File: src/rtl/rbyuv_pkg.sv
// ----------------------------------------------------------------------------
// rbyuv_pkg
// Shared types and fixed-point constants for the RGBA 2x2 block to YUV 4:2:0
// converter.
// ----------------------------------------------------------------------------
package rbyuv_pkg;

    // One input item: a 2x2 block of RGBA8888 pixels (R 7:0, G 15:8, B 23:16, A 31:24)
    typedef struct packed {
        logic [31:0] pixel_top_left;
        logic [31:0] pixel_top_right;
        logic [31:0] pixel_bottom_left;
        logic [31:0] pixel_bottom_right;
    } pixel_block_t;

    // One result item
    typedef struct packed {
        logic [7:0] luma_top_left;
        logic [7:0] luma_top_right;
        logic [7:0] luma_bottom_left;
        logic [7:0] luma_bottom_right;
        logic [7:0] chroma_u;
        logic [7:0] chroma_v;
        logic [7:0] alpha_mean;
    } yuv_result_t;

    // Luma weights, 2^16 scale; products fit in 24 bits
    localparam int unsigned LUMA_W = 24;
    localparam logic [LUMA_W-1:0] Y_KR = 24'd19595;
    localparam logic [LUMA_W-1:0] Y_KG = 24'd38470;
    localparam logic [LUMA_W-1:0] Y_KB = 24'd7471;

    // Chroma weights, 2^18 scale, applied to 10-bit block sums
    localparam int unsigned PROD_W = 26;
    localparam logic [PROD_W-1:0] U_KR = 26'd9634;
    localparam logic [PROD_W-1:0] U_KG = 26'd18940;
    localparam logic [PROD_W-1:0] U_KB = 26'd28574;
    localparam logic [PROD_W-1:0] V_KR = 26'd40305;
    localparam logic [PROD_W-1:0] V_KG = 26'd33751;
    localparam logic [PROD_W-1:0] V_KB = 26'd6554;

    // Chroma accumulators are signed; 28 bits covers the full range
    localparam int unsigned ACC_W = 28;
    localparam logic signed [ACC_W-1:0] C_OFFSET = 28'sh2000000;
    localparam logic signed [ACC_W-1:0] V_MAX    = 28'sh3FC0000;
    localparam int unsigned C_SHIFT = 18;

endpackage

File: src/rtl/rbyuv_luma.sv
// ----------------------------------------------------------------------------
// rbyuv_luma
// Three-stage luma pipeline for one pixel: weighted products, sum, byte.
// ----------------------------------------------------------------------------
module rbyuv_luma (
    input  logic        clk,
    input  logic [31:0] pixel,
    output logic [7:0]  luma
);

    localparam int unsigned W = rbyuv_pkg::LUMA_W;

    logic [W-1:0] prod_r_reg, prod_g_reg, prod_b_reg;
    logic [W-1:0] prod_r_next, prod_g_next, prod_b_next;
    logic [W-1:0] sum_reg, sum_next;
    logic [7:0]   luma_reg, luma_next;

    // Stage 1: one multiply per channel
    always_comb
    begin
        prod_r_next = {16'd0, pixel[7:0]}   * rbyuv_pkg::Y_KR;
        prod_g_next = {16'd0, pixel[15:8]}  * rbyuv_pkg::Y_KG;
        prod_b_next = {16'd0, pixel[23:16]} * rbyuv_pkg::Y_KB;
    end

    // Stage 2: add the products (never exceeds 24 bits)
    assign sum_next = prod_r_reg + prod_g_reg + prod_b_reg;

    // Stage 3: drop the 16 fraction bits
    assign luma_next = sum_reg[W-1:16];

    always_ff @(posedge clk)
    begin
        prod_r_reg <= prod_r_next;
        prod_g_reg <= prod_g_next;
        prod_b_reg <= prod_b_next;
        sum_reg    <= sum_next;
        luma_reg   <= luma_next;
    end

    assign luma = luma_reg;

endmodule

File: src/rtl/rbyuv_chroma.sv
// ----------------------------------------------------------------------------
// rbyuv_chroma
// Three-stage block pipeline: channel sums, weighted products, signed
// accumulate with V clamp. Also carries the alpha mean alongside.
// ----------------------------------------------------------------------------
module rbyuv_chroma (
    input  logic                    clk,
    input  rbyuv_pkg::pixel_block_t pixels,
    output logic [7:0]              chroma_u,
    output logic [7:0]              chroma_v,
    output logic [7:0]              alpha_mean
);

    localparam int unsigned PW = rbyuv_pkg::PROD_W;
    localparam int unsigned AW = rbyuv_pkg::ACC_W;
    localparam int unsigned SH = rbyuv_pkg::C_SHIFT;

    logic [9:0] rs_reg, gs_reg, bs_reg, as_reg;
    logic [9:0] rs_next, gs_next, bs_next, as_next;
    logic [9:0] as_d_reg;

    logic [PW-1:0] ur_reg, ug_reg, ub_reg, vr_reg, vg_reg, vb_reg;
    logic [PW-1:0] ur_next, ug_next, ub_next, vr_next, vg_next, vb_next;

    logic signed [AW-1:0] u_acc, v_acc;
    logic [7:0] u_reg, v_reg, a_reg;
    logic [7:0] u_next, v_next;

    // Stage 1: sum each channel over the four pixels
    always_comb
    begin
        rs_next = 10'(pixels.pixel_top_left[7:0])   + 10'(pixels.pixel_top_right[7:0])
                + 10'(pixels.pixel_bottom_left[7:0]) + 10'(pixels.pixel_bottom_right[7:0]);
        gs_next = 10'(pixels.pixel_top_left[15:8])   + 10'(pixels.pixel_top_right[15:8])
                + 10'(pixels.pixel_bottom_left[15:8]) + 10'(pixels.pixel_bottom_right[15:8]);
        bs_next = 10'(pixels.pixel_top_left[23:16])   + 10'(pixels.pixel_top_right[23:16])
                + 10'(pixels.pixel_bottom_left[23:16]) + 10'(pixels.pixel_bottom_right[23:16]);
        as_next = 10'(pixels.pixel_top_left[31:24])   + 10'(pixels.pixel_top_right[31:24])
                + 10'(pixels.pixel_bottom_left[31:24]) + 10'(pixels.pixel_bottom_right[31:24]);
    end

    // Stage 2: weighted products, all unsigned and under 2^26
    always_comb
    begin
        ur_next = {16'd0, rs_reg} * rbyuv_pkg::U_KR;
        ug_next = {16'd0, gs_reg} * rbyuv_pkg::U_KG;
        ub_next = {16'd0, bs_reg} * rbyuv_pkg::U_KB;
        vr_next = {16'd0, rs_reg} * rbyuv_pkg::V_KR;
        vg_next = {16'd0, gs_reg} * rbyuv_pkg::V_KG;
        vb_next = {16'd0, bs_reg} * rbyuv_pkg::V_KB;
    end

    // Stage 3: signed accumulate; U always lands in range, V is clamped
    always_comb
    begin
        u_acc = rbyuv_pkg::C_OFFSET
              - $signed({2'b00, ur_reg}) - $signed({2'b00, ug_reg})
              + $signed({2'b00, ub_reg});
        v_acc = rbyuv_pkg::C_OFFSET
              + $signed({2'b00, vr_reg}) - $signed({2'b00, vg_reg})
              - $signed({2'b00, vb_reg});
        u_next = u_acc[SH+7:SH];
        if (v_acc[AW-1])
        begin
            v_next = 8'd0;
        end
        else if (v_acc > rbyuv_pkg::V_MAX)
        begin
            v_next = 8'd255;
        end
        else
        begin
            v_next = v_acc[SH+7:SH];
        end
    end

    always_ff @(posedge clk)
    begin
        rs_reg   <= rs_next;
        gs_reg   <= gs_next;
        bs_reg   <= bs_next;
        as_reg   <= as_next;
        ur_reg   <= ur_next;
        ug_reg   <= ug_next;
        ub_reg   <= ub_next;
        vr_reg   <= vr_next;
        vg_reg   <= vg_next;
        vb_reg   <= vb_next;
        as_d_reg <= as_reg;
        u_reg    <= u_next;
        v_reg    <= v_next;
        a_reg    <= as_d_reg[9:2];
    end

    assign chroma_u   = u_reg;
    assign chroma_v   = v_reg;
    assign alpha_mean = a_reg;

endmodule

File: src/rtl/rgba_block_to_yuv420_core.sv
// ----------------------------------------------------------------------------
// rgba_block_to_yuv420_core
// RGBA8888 2x2 block to YUV 4:2:0 converter (four luma, one U/V, alpha mean).
// ----------------------------------------------------------------------------
// Usage: one item (a 2x2 pixel block) can be started every clock cycle;
// busy is never asserted. Each item's result appears on result with done
// high for exactly one cycle. The start edge loads the first of three
// datapath stages (luma: products, sum, byte; chroma: sums, products,
// accumulate/clamp); the output register loads from the third stage and
// drives done/result. Results come out in start order. The receiver cannot stall
// the block, so it must take done/result in the cycle they are shown.
module rgba_block_to_yuv420_core (
    input  logic                    clk,
    input  logic                    rst_n,
    input  logic                    start,
    output logic                    busy,
    input  rbyuv_pkg::pixel_block_t pixels,
    output logic                    done,
    output rbyuv_pkg::yuv_result_t  result
);

    logic [2:0] valid_reg, valid_next;
    logic       done_reg;
    rbyuv_pkg::yuv_result_t result_reg, result_next;

    logic [7:0] y_tl, y_tr, y_bl, y_br;
    logic [7:0] u_s, v_s, a_s;

    // Nothing ever backs up: an item is taken on every start
    assign busy = 1'b0;

    // Per-pixel luma pipelines
    rbyuv_luma u_luma_tl (.clk(clk), .pixel(pixels.pixel_top_left),     .luma(y_tl));
    rbyuv_luma u_luma_tr (.clk(clk), .pixel(pixels.pixel_top_right),    .luma(y_tr));
    rbyuv_luma u_luma_bl (.clk(clk), .pixel(pixels.pixel_bottom_left),  .luma(y_bl));
    rbyuv_luma u_luma_br (.clk(clk), .pixel(pixels.pixel_bottom_right), .luma(y_br));

    // Block chroma and alpha pipeline
    rbyuv_chroma u_chroma (
        .clk        (clk),
        .pixels     (pixels),
        .chroma_u   (u_s),
        .chroma_v   (v_s),
        .alpha_mean (a_s)
    );

    // Valid bits ride alongside the three datapath stages
    assign valid_next = {valid_reg[1:0], start & ~busy};

    always_comb
    begin
        result_next.luma_top_left     = y_tl;
        result_next.luma_top_right    = y_tr;
        result_next.luma_bottom_left  = y_bl;
        result_next.luma_bottom_right = y_br;
        result_next.chroma_u          = u_s;
        result_next.chroma_v          = v_s;
        result_next.alpha_mean        = a_s;
    end

    always_ff @(posedge clk or negedge rst_n)
    begin
        if (!rst_n)
        begin
            valid_reg <= '0;
            done_reg  <= 1'b0;
        end
        else
        begin
            valid_reg <= valid_next;
            done_reg  <= valid_reg[2];
        end
    end

    // Output register, loaded only for a live item
    always_ff @(posedge clk)
    begin
        if (valid_reg[2])
        begin
            result_reg <= result_next;
        end
    end

    assign done   = done_reg;
    assign result = result_reg;

endmodule

File: config.mk
export PLATFORM = sky130hd
export DESIGN_NAME = rgba_block_to_yuv420_core
export DESIGN_NICKNAME = d
export VERILOG_FILES = /design/src/rtl/rbyuv_pkg.sv /design/src/rtl/rbyuv_luma.sv /design/src/rtl/rbyuv_chroma.sv /design/src/rtl/rgba_block_to_yuv420_core.sv
export SDC_FILE = /design/constraint.sdc
export NUM_CORES = 2
export LEC_CHECK = 0
export ABC_AREA = 0
export BUFFER_PORTS_ARGS = -buffer_cell sky130_fd_sc_hd__buf_2
export CELL_PAD_IN_SITES_DETAIL_PLACEMENT = 0
export CELL_PAD_IN_SITES_GLOBAL_PLACEMENT = 1
export CORE_MARGIN = 2
export CORE_UTILIZATION = 28
export DETAILED_ROUTE_END_ITERATION = 6
export PLACE_DENSITY = 0.5
export SLEW_MARGIN = 20
export SYNTH_ARGS = -nofsm -noshare
export SYNTH_HDL_FRONTEND = slang
export SYNTH_SLANG_ARGS = --single-unit
export TNS_END_PERCENT = 20
File: constraint.sdc
create_clock -name clk -period 13.7 [get_ports clk]
set_input_delay 1.37 -clock clk [delete_from_list [all_inputs] [get_ports clk]]
set_output_delay 1.37 -clock clk [all_outputs]
set_load 0.005 [all_outputs]
Yosys cells after proc, flatten, opt, wreduce, memory -nomap -nowiden
Cells that the tools add are included.
{"block": "totals", "register_bits": 674, "inputBits": 131, "out_inout_bits": 58}
{"block": "op_classes", "add_sub_neg": 26, "n_mul": 18, "n_lt_le_gt_ge": 1, "n_mux": 1}
{"operator": "multiplier 8 x 15 -> 23 bit (second input constant)", "n": 8}
{"operator": "adder 23 x 24 -> 24 bit", "n": 4}
{"operator": "adder 24 x 21 -> 24 bit", "n": 4}
{"operator": "multiplier 8 x 13 -> 21 bit (second input constant)", "n": 4}
{"operator": "adder 10 x 8 -> 10 bit", "n": 8}
{"operator": "multiplier 10 x 16 -> 26 bit (second input constant)", "n": 2}
{"operator": "multiplier 10 x 13 -> 23 bit (second input constant)", "n": 2}
{"operator": "adder 8 x 8 -> 9 bit", "n": 4}
{"operator": "greater-than comparator 28 x 27 -> 1 bit (second input constant)", "n": 1}
{"operator": "subtractor 28 x 24 -> 28 bit", "n": 1}
{"operator": "subtractor 28 x 27 -> 28 bit", "n": 1}
{"operator": "adder 26 x 26 -> 27 bit (first input constant)", "n": 1}
{"operator": "adder 26 bit", "n": 1}
{"operator": "subtractor 26 x 24 -> 26 bit (first input constant)", "n": 1}
{"operator": "subtractor 26 bit", "n": 1}
{"operator": "multiplier 10 x 14 -> 24 bit (second input constant)", "n": 1}
{"operator": "multiplier 10 x 12 -> 22 bit (second input constant)", "n": 1}
{"operator": "2-to-1 mux 8 bit", "n": 1}

Logic depth before layout (Yosys ltp)
{"block": "depth", "depth_word": 5, "mapped_depth": 20, "mapped_depth_nobuf": 20}

By module
A second synthesis with hierarchy kept.
{"block": "hier_totals", "cells_unflattened": 5563, "hier_area_um2": 58514.9}
{"mod": "rbyuv_chroma", "n_inst": 1, "cells_each": 2269, "area_each_um2": 23465.0}
{"mod": "rbyuv_luma at u_luma_br ...", "n_inst": 2, "cells_each": 791, "area_each_um2": 8256.7}
{"mod": "rbyuv_luma at u_luma_bl", "n_inst": 1, "cells_each": 840, "area_each_um2": 8493.1}
{"mod": "rbyuv_luma at u_luma_tr", "n_inst": 1, "cells_each": 810, "area_each_um2": 8250.4}
{"mod": "rgba_block_to_yuv420_core", "n_inst": 1, "cells_each": 62, "area_each_um2": 1793.0}

Worst setup path before layout
Ideal clock, no wire load.
{"block": "synth_path", "path_type": "in2reg", "startpoint": "input port pixels[53] in the netlist's numbering", "endpoint": "register u_luma_bl.prod_b_reg[20]", "setup_ps": 120, "t_arrival_ps": 5139, "slack_ps": 8441, "path_stages": 14, "path_buffers": 0, "path_cell_list": "fa_1 -> fa_1 -> inv_1 -> fa_1 -> inv_1 -> fa_1 -> ha_1 -> or3_1 -> o21ai_0 -> o21ai_0 -> o211ai_1 -> and3_1 -> a21oi_1 -> xnor2_1"}
{"block": "synth_via", "elab_chain_cells": 1}
{"element": "start, declared", "line": "rgba_block_to_yuv420_core.sv:17", "source": "input rbyuv_pkg::pixel_block_t pixels,"}
{"element": "multiplier 8 x 13 -> 21 bit", "line": "rbyuv_luma.sv:23", "source": "prod_b_next = {16'd0, pixel[23:16]} * rbyuv_pkg::Y_KB;"}
{"element": "via u_luma_bl.prod_b_next[20]", "line": "rbyuv_luma.sv:14", "source": "logic [W-1:0] prod_r_next, prod_g_next, prod_b_next;"}
{"element": "end signal, assigned", "line": "rbyuv_luma.sv:36", "source": "prod_b_reg <= prod_b_next;"}
{"element": "end, declared", "line": "rbyuv_luma.sv:13", "source": "logic [W-1:0] prod_r_reg, prod_g_reg, prod_b_reg;"}
The timed path passes the listed nets, and every way through them passes these cells.
A chain may end at the register's enable or synchronous reset.

Final worst setup path
{"block": "layout_path", "startpoint": "register u_chroma.gs_reg[7]", "endpoint": "register u_chroma.ug_reg[24]"}
{"block": "layout_via", "elab_chain_cells": 1}
{"element": "start, declared", "line": "rbyuv_chroma.sv:18", "source": "logic [9:0] rs_reg, gs_reg, bs_reg, as_reg;"}
{"element": "start signal, assigned", "line": "rbyuv_chroma.sv:80", "source": "gs_reg <= gs_next;"}
{"element": "multiplier 10 x 13 -> 23 bit", "line": "rbyuv_chroma.sv:46", "source": "ug_next = {16'd0, gs_reg} * rbyuv_pkg::U_KG;"}
{"element": "via u_chroma.ug_next[24]", "line": "rbyuv_chroma.sv:23", "source": "logic [PW-1:0] ur_next, ug_next, ub_next, vr_next, vg_next, vb_next;"}
{"element": "end signal, assigned", "line": "rbyuv_chroma.sv:84", "source": "ug_reg <= ug_next;"}
{"element": "end, declared", "line": "rbyuv_chroma.sv:22", "source": "logic [PW-1:0] ur_reg, ug_reg, ub_reg, vr_reg, vg_reg, vb_reg;"}
The timed path passes the listed nets, and every way through them passes these cells.

==> results.md <==
Min path:
- The depth of the worst hold-timing path is 0.
- The kind of path behind the tightest hold check is reg -> reg.
- The worst hold path begins at u_luma_bl.sum_reg[23].
- The worst hold endpoint is u_luma_bl.luma[7].

Placement:
- Routability-driven placement finished with a final weighted congestion of 0.831.
- Prior to clock tree synthesis, the placed netlist has a worst setup slack of between 7 and 8 ns.
- The post-detailed-placement half-perimeter wirelength is 132000 microns.
- The number of buffer cells added on primary ports is ~190.

STA:
- Setup violations remaining at the end of the flow were counted as 0.
- Counting I/O delays and the setup requirement, the final critical path takes 5.98 ns.
- The total negative setup slack is 0 ns.
- For the pin with the worst max-slew slack, the measured transition is between 0.8 and 0.9 ns.
- The total count of hold-check failures in the final report is 0.
- For this run, the top clock speed supported by timing is ~170 MHz.
- The least setup slack across all paths after layout is 7.72 ns.
- The number of max-slew violations in the final report is 0.
- The setup skew after layout is 0.0387 ns.
- In this run the tightest slew margin relative to its limit is 0.429.
- The final worst-path cycle share is 0.436.
- Setup repair after global routing left no endpoint under its margin.

Synth:
- In the post-synthesis netlist, the cell with the most instances is sky130_fd_sc_hd__ha_1.
- The total standard cell area after synthesis is slightly below 60000 sq um.
- Ranked by instance count, the synthesized netlist is headed by 1308 x sky130_fd_sc_hd__ha_1, 1090 x sky130_fd_sc_hd__inv_1, 627 x sky130_fd_sc_hd__fa_1, 537 x sky130_fd_sc_hd__dfxtp_1, 290 x sky130_fd_sc_hd__xnor2_1.
- In this run the mean area of a mapped cell was a little over 10 sq um.
- The number of warnings printed during yosys synthesis is 0.
- The part of the Yosys area used for sequential elements is 0.216.
- The number of nets in the synthesized netlist is 7676.
- Counting distinct cell types in the post-synthesis netlist gives 74.
- Sorting the synthesized cells by area gives the leading types as sky130_fd_sc_hd__ha_1 28%, sky130_fd_sc_hd__fa_1 22%, sky130_fd_sc_hd__dfxtp_1 19%, sky130_fd_sc_hd__inv_1 7.0%, sky130_fd_sc_hd__xnor2_1 4.4%.
- The total of flip-flops plus latches after synthesis is between 500 and 600.
- The area share of the leading cell type in the synthesized netlist is 0.282.
- Counting every instance in the synthesized netlist gives ~5600.
- The largest total area in the synthesized netlist belongs to sky130_fd_sc_hd__ha_1.
- In the synthesized netlist the async set-or-reset flop fraction comes to 0.00670.
- The predominant post-synthesis flop cell is sky130_fd_sc_hd__dfxtp_1.
- The number of enable flip-flop cells after synthesis is 56.

Worst setup path:
- The worst setup path is of the reg -> reg kind.
- The path length in cells of the critical path is 16.
- The number of buffers and inverters on the critical path is 2.
- Among cell families on the critical path, the largest total delay comes from adder cells.
- For this design, the slowest cell found on the critical path is sky130_fd_sc_hd__a2111oi_0.
- The kind of end point of the critical path is a register.
- Measured in cells, the most critical reg-to-reg path has a length of 16.
- The slack of the worst reg-to-reg path is just under 8 ns.
- Traced cell by cell, the critical path runs through fa_1 -> inv_1 -> fa_1 -> fa_1 -> inv_1 -> fa_1 -> fa_1 -> ha_1 -> a21o_1 -> a21o_1 -> a2111oi_0 -> o31ai_1 -> a21boi_0 -> o21ai_0 -> a21oi_1 -> xnor2_1.
- The biggest fanout along the worst timing path is 10.
- In this design, the critical path's most frequently occurring cell is sky130_fd_sc_hd__fa_1.
- The worst setup path is launched from a register.
- The worst register-to-register path begins at u_chroma.gs_reg[7].
- The critical path data arrival time is 6.63 ns.
- At the worst endpoint, the required time is approximately 14 ns.
- For this run, the slowest stage of the critical path takes around 0.64 ns.
- In this run the critical register-to-register path is captured at u_chroma.ug_reg[24].

Clocking:
- The deepest level of the CTS H-tree is 3.
- Gates resized during post-CTS repair numbered 0.
- The clock latency on the worst-skew pair is 0.72 ns.
- TritonCTS built the clock tree.
- The number of clock sinks seen by CTS is about 600.
- The number of buffers inserted during clock tree synthesis is 81.
- After clock tree synthesis, the clock-pin slew on the worst setup and hold paths is ~0.06 ns.
- The total setup buffers inserted after CTS is 0.
- The hold buffer count at CTS is 0.
- The root buffer cell chosen for the clock tree is sky130_fd_sc_hd__clkbuf_16.
- The maximum clock path buffer count is 3.

Global routing:
- Entering global routing, the biggest net connects 34 pins.
- The via count of the first global-routing pass is approximately 41000.
- The total overflow left after global routing is 0.
- The all-layer global routing usage is 0.148.
- The first global-routing pass estimated approximately 240000 microns of wire.
- The number of antenna violations at the first check in global routing is 30.

Route:
- The routed length on met2 is 70800 microns.
- The routed length on met1 is 70400 microns.
- The count of nets left with antenna violations once routing finished came out at 0.
- The routed via count is around 38000.
- In the final routed layout, each cell accounts on average for between 15 and 20 microns.
- The pre-antenna-repair detailed-routing pass consisted of 5 iterations.
- The via density per instance is 4.39.
- The detailed route wirelength on metal3 is between 5000 and 6000 microns.
- For this run, design rule violations remaining after detail routing come to 0.
- The highest layer touched by signal routing is met5.
- For this block, the initial DRC count from the detailed router was about 1500.
- The routed design has approximately 150000 microns of wire.

Floorplan:
- The die covers ~210000 sq um.
- Measured along the x axis, the die boundary spans 459 microns.
- The number of ports placed on the die boundary is ~190.
- The placeable core region is 207000 sq um.
- The number of cell rows is about 170.
- The die extent in y is 459 microns.
- For this configuration, the core starts out at a cell density of 0.281.

Layout:
- The net count of the finished layout is between 7000 and 8000.
- In the final layout, the share of cells above drive strength 1 is 0.0622.
- The synthesis-to-layout area growth is 12.2%.
- The storage element area is 12500 sq um.
- Counting the fill cells in the layout gives about 21000.
- The number of flip-flops in the largest register is 56.
- The combined area of the multi-input logic cells is between 40000 and 50000 sq um.

Run:
- Max-cap violations in this run came to 0.

Run status:
- The run finished with clean final reports.
-- per-layer routing --
metal | global-route usage | up-vias
li1 | - | 19300
met1 | 0.194 | 18200
met2 | 0.247 | 395
met3 | 0.0240 | 190
met4 | 0.0513 | 16
met5 | 0 | -
-- worst reg2reg max path: cells and delay by family, from the launching register on --
family	cells	cell delay [ns]
AOI/OAI and AO/OA	7	1.98
xor gates and xnor gates	1	0.13
adders and majority gates	6	2.82
buffers and inverters	2	0.35
DFF	1	0.62
-- final cells by class --
type / instances / area share
inverter: 1090 / 0.0628
sequential: 597 / 0.192
clock buffer: 100 / 0.0336
clock inverter: 47 / 0.00767
tap: 2704 / 0.0519
multi-input combinational: 3920 / 0.636
timing repair buffer: 192 / 0.0149
antenna: 9 / 0.000346
-- cell usage in the layout, fill, tap and decap left out, drive strengths merged, types with 54 or more instances in the layout --
cell type,netlist,final
clkbuf,2,100
o21ai,152,152
ha,1308,1308
edfxtp,56,56
a21o,78,78
buf,1,192
dfxtp,537,537
nand2,119,119
nor2b,54,54
o21a,64,64
fa,627,627
xor2,86,86
a21oi,274,274
inv,1090,1100
nor2,247,247
xnor2,290,290
nor3,87,87
nand3,63,63
-- worst max path at each step --
stage | start | to | slack, ns
floorplan | pixels[53] | u_luma_bl.prod_b_reg[20] | 8.44
global placement | u_chroma.gs_reg[4] | u_chroma.ug_reg[24] | 7.82
detailed placement | u_chroma.gs_reg[4] | u_chroma.ug_reg[24] | 7.77
CTS | u_chroma.gs_reg[4] | u_chroma.ug_reg[24] | 7.74
global route | u_chroma.gs_reg[7] | u_chroma.ug_reg[24] | 7.42
finish | u_chroma.gs_reg[7] | u_chroma.ug_reg[24] | 7.72
-- kinds of logic after synthesis --
logic type	share of synthesized area
XOR/XNOR	0.0567
AO/OA/AOI/OAI	0.0954
multiplexers	0.000172
AND/OR/NAND/NOR	0.0631
other	0.0000646
flip-flops	0.216
adder cells (fa/ha/maj)	0.498
buffers and inverters	0.0707
-- metrics by stage --
| step | std cells | cell area, sq um | utilization | hold slack [ns] |
|---|---|---|---|---|
| after global routing | 8652 | 65100 | 0.315 | 0.329 |
| final | 8659 | 65100 | 0.315 | 0.322 |
| after floorplan | 5610 | 58100 | - | 0.310 |
| after CTS | 8650 | 65100 | 0.315 | 0.326 |
| after detailed placement | 8503 | 62400 | 0.302 | 0.312 |
| after global placement | 8503 | 62400 | 0.302 | 0.310 |
Power is not shown: default switching activity piles up to over one toggle a cycle in this logic, so the estimate is an artifact.
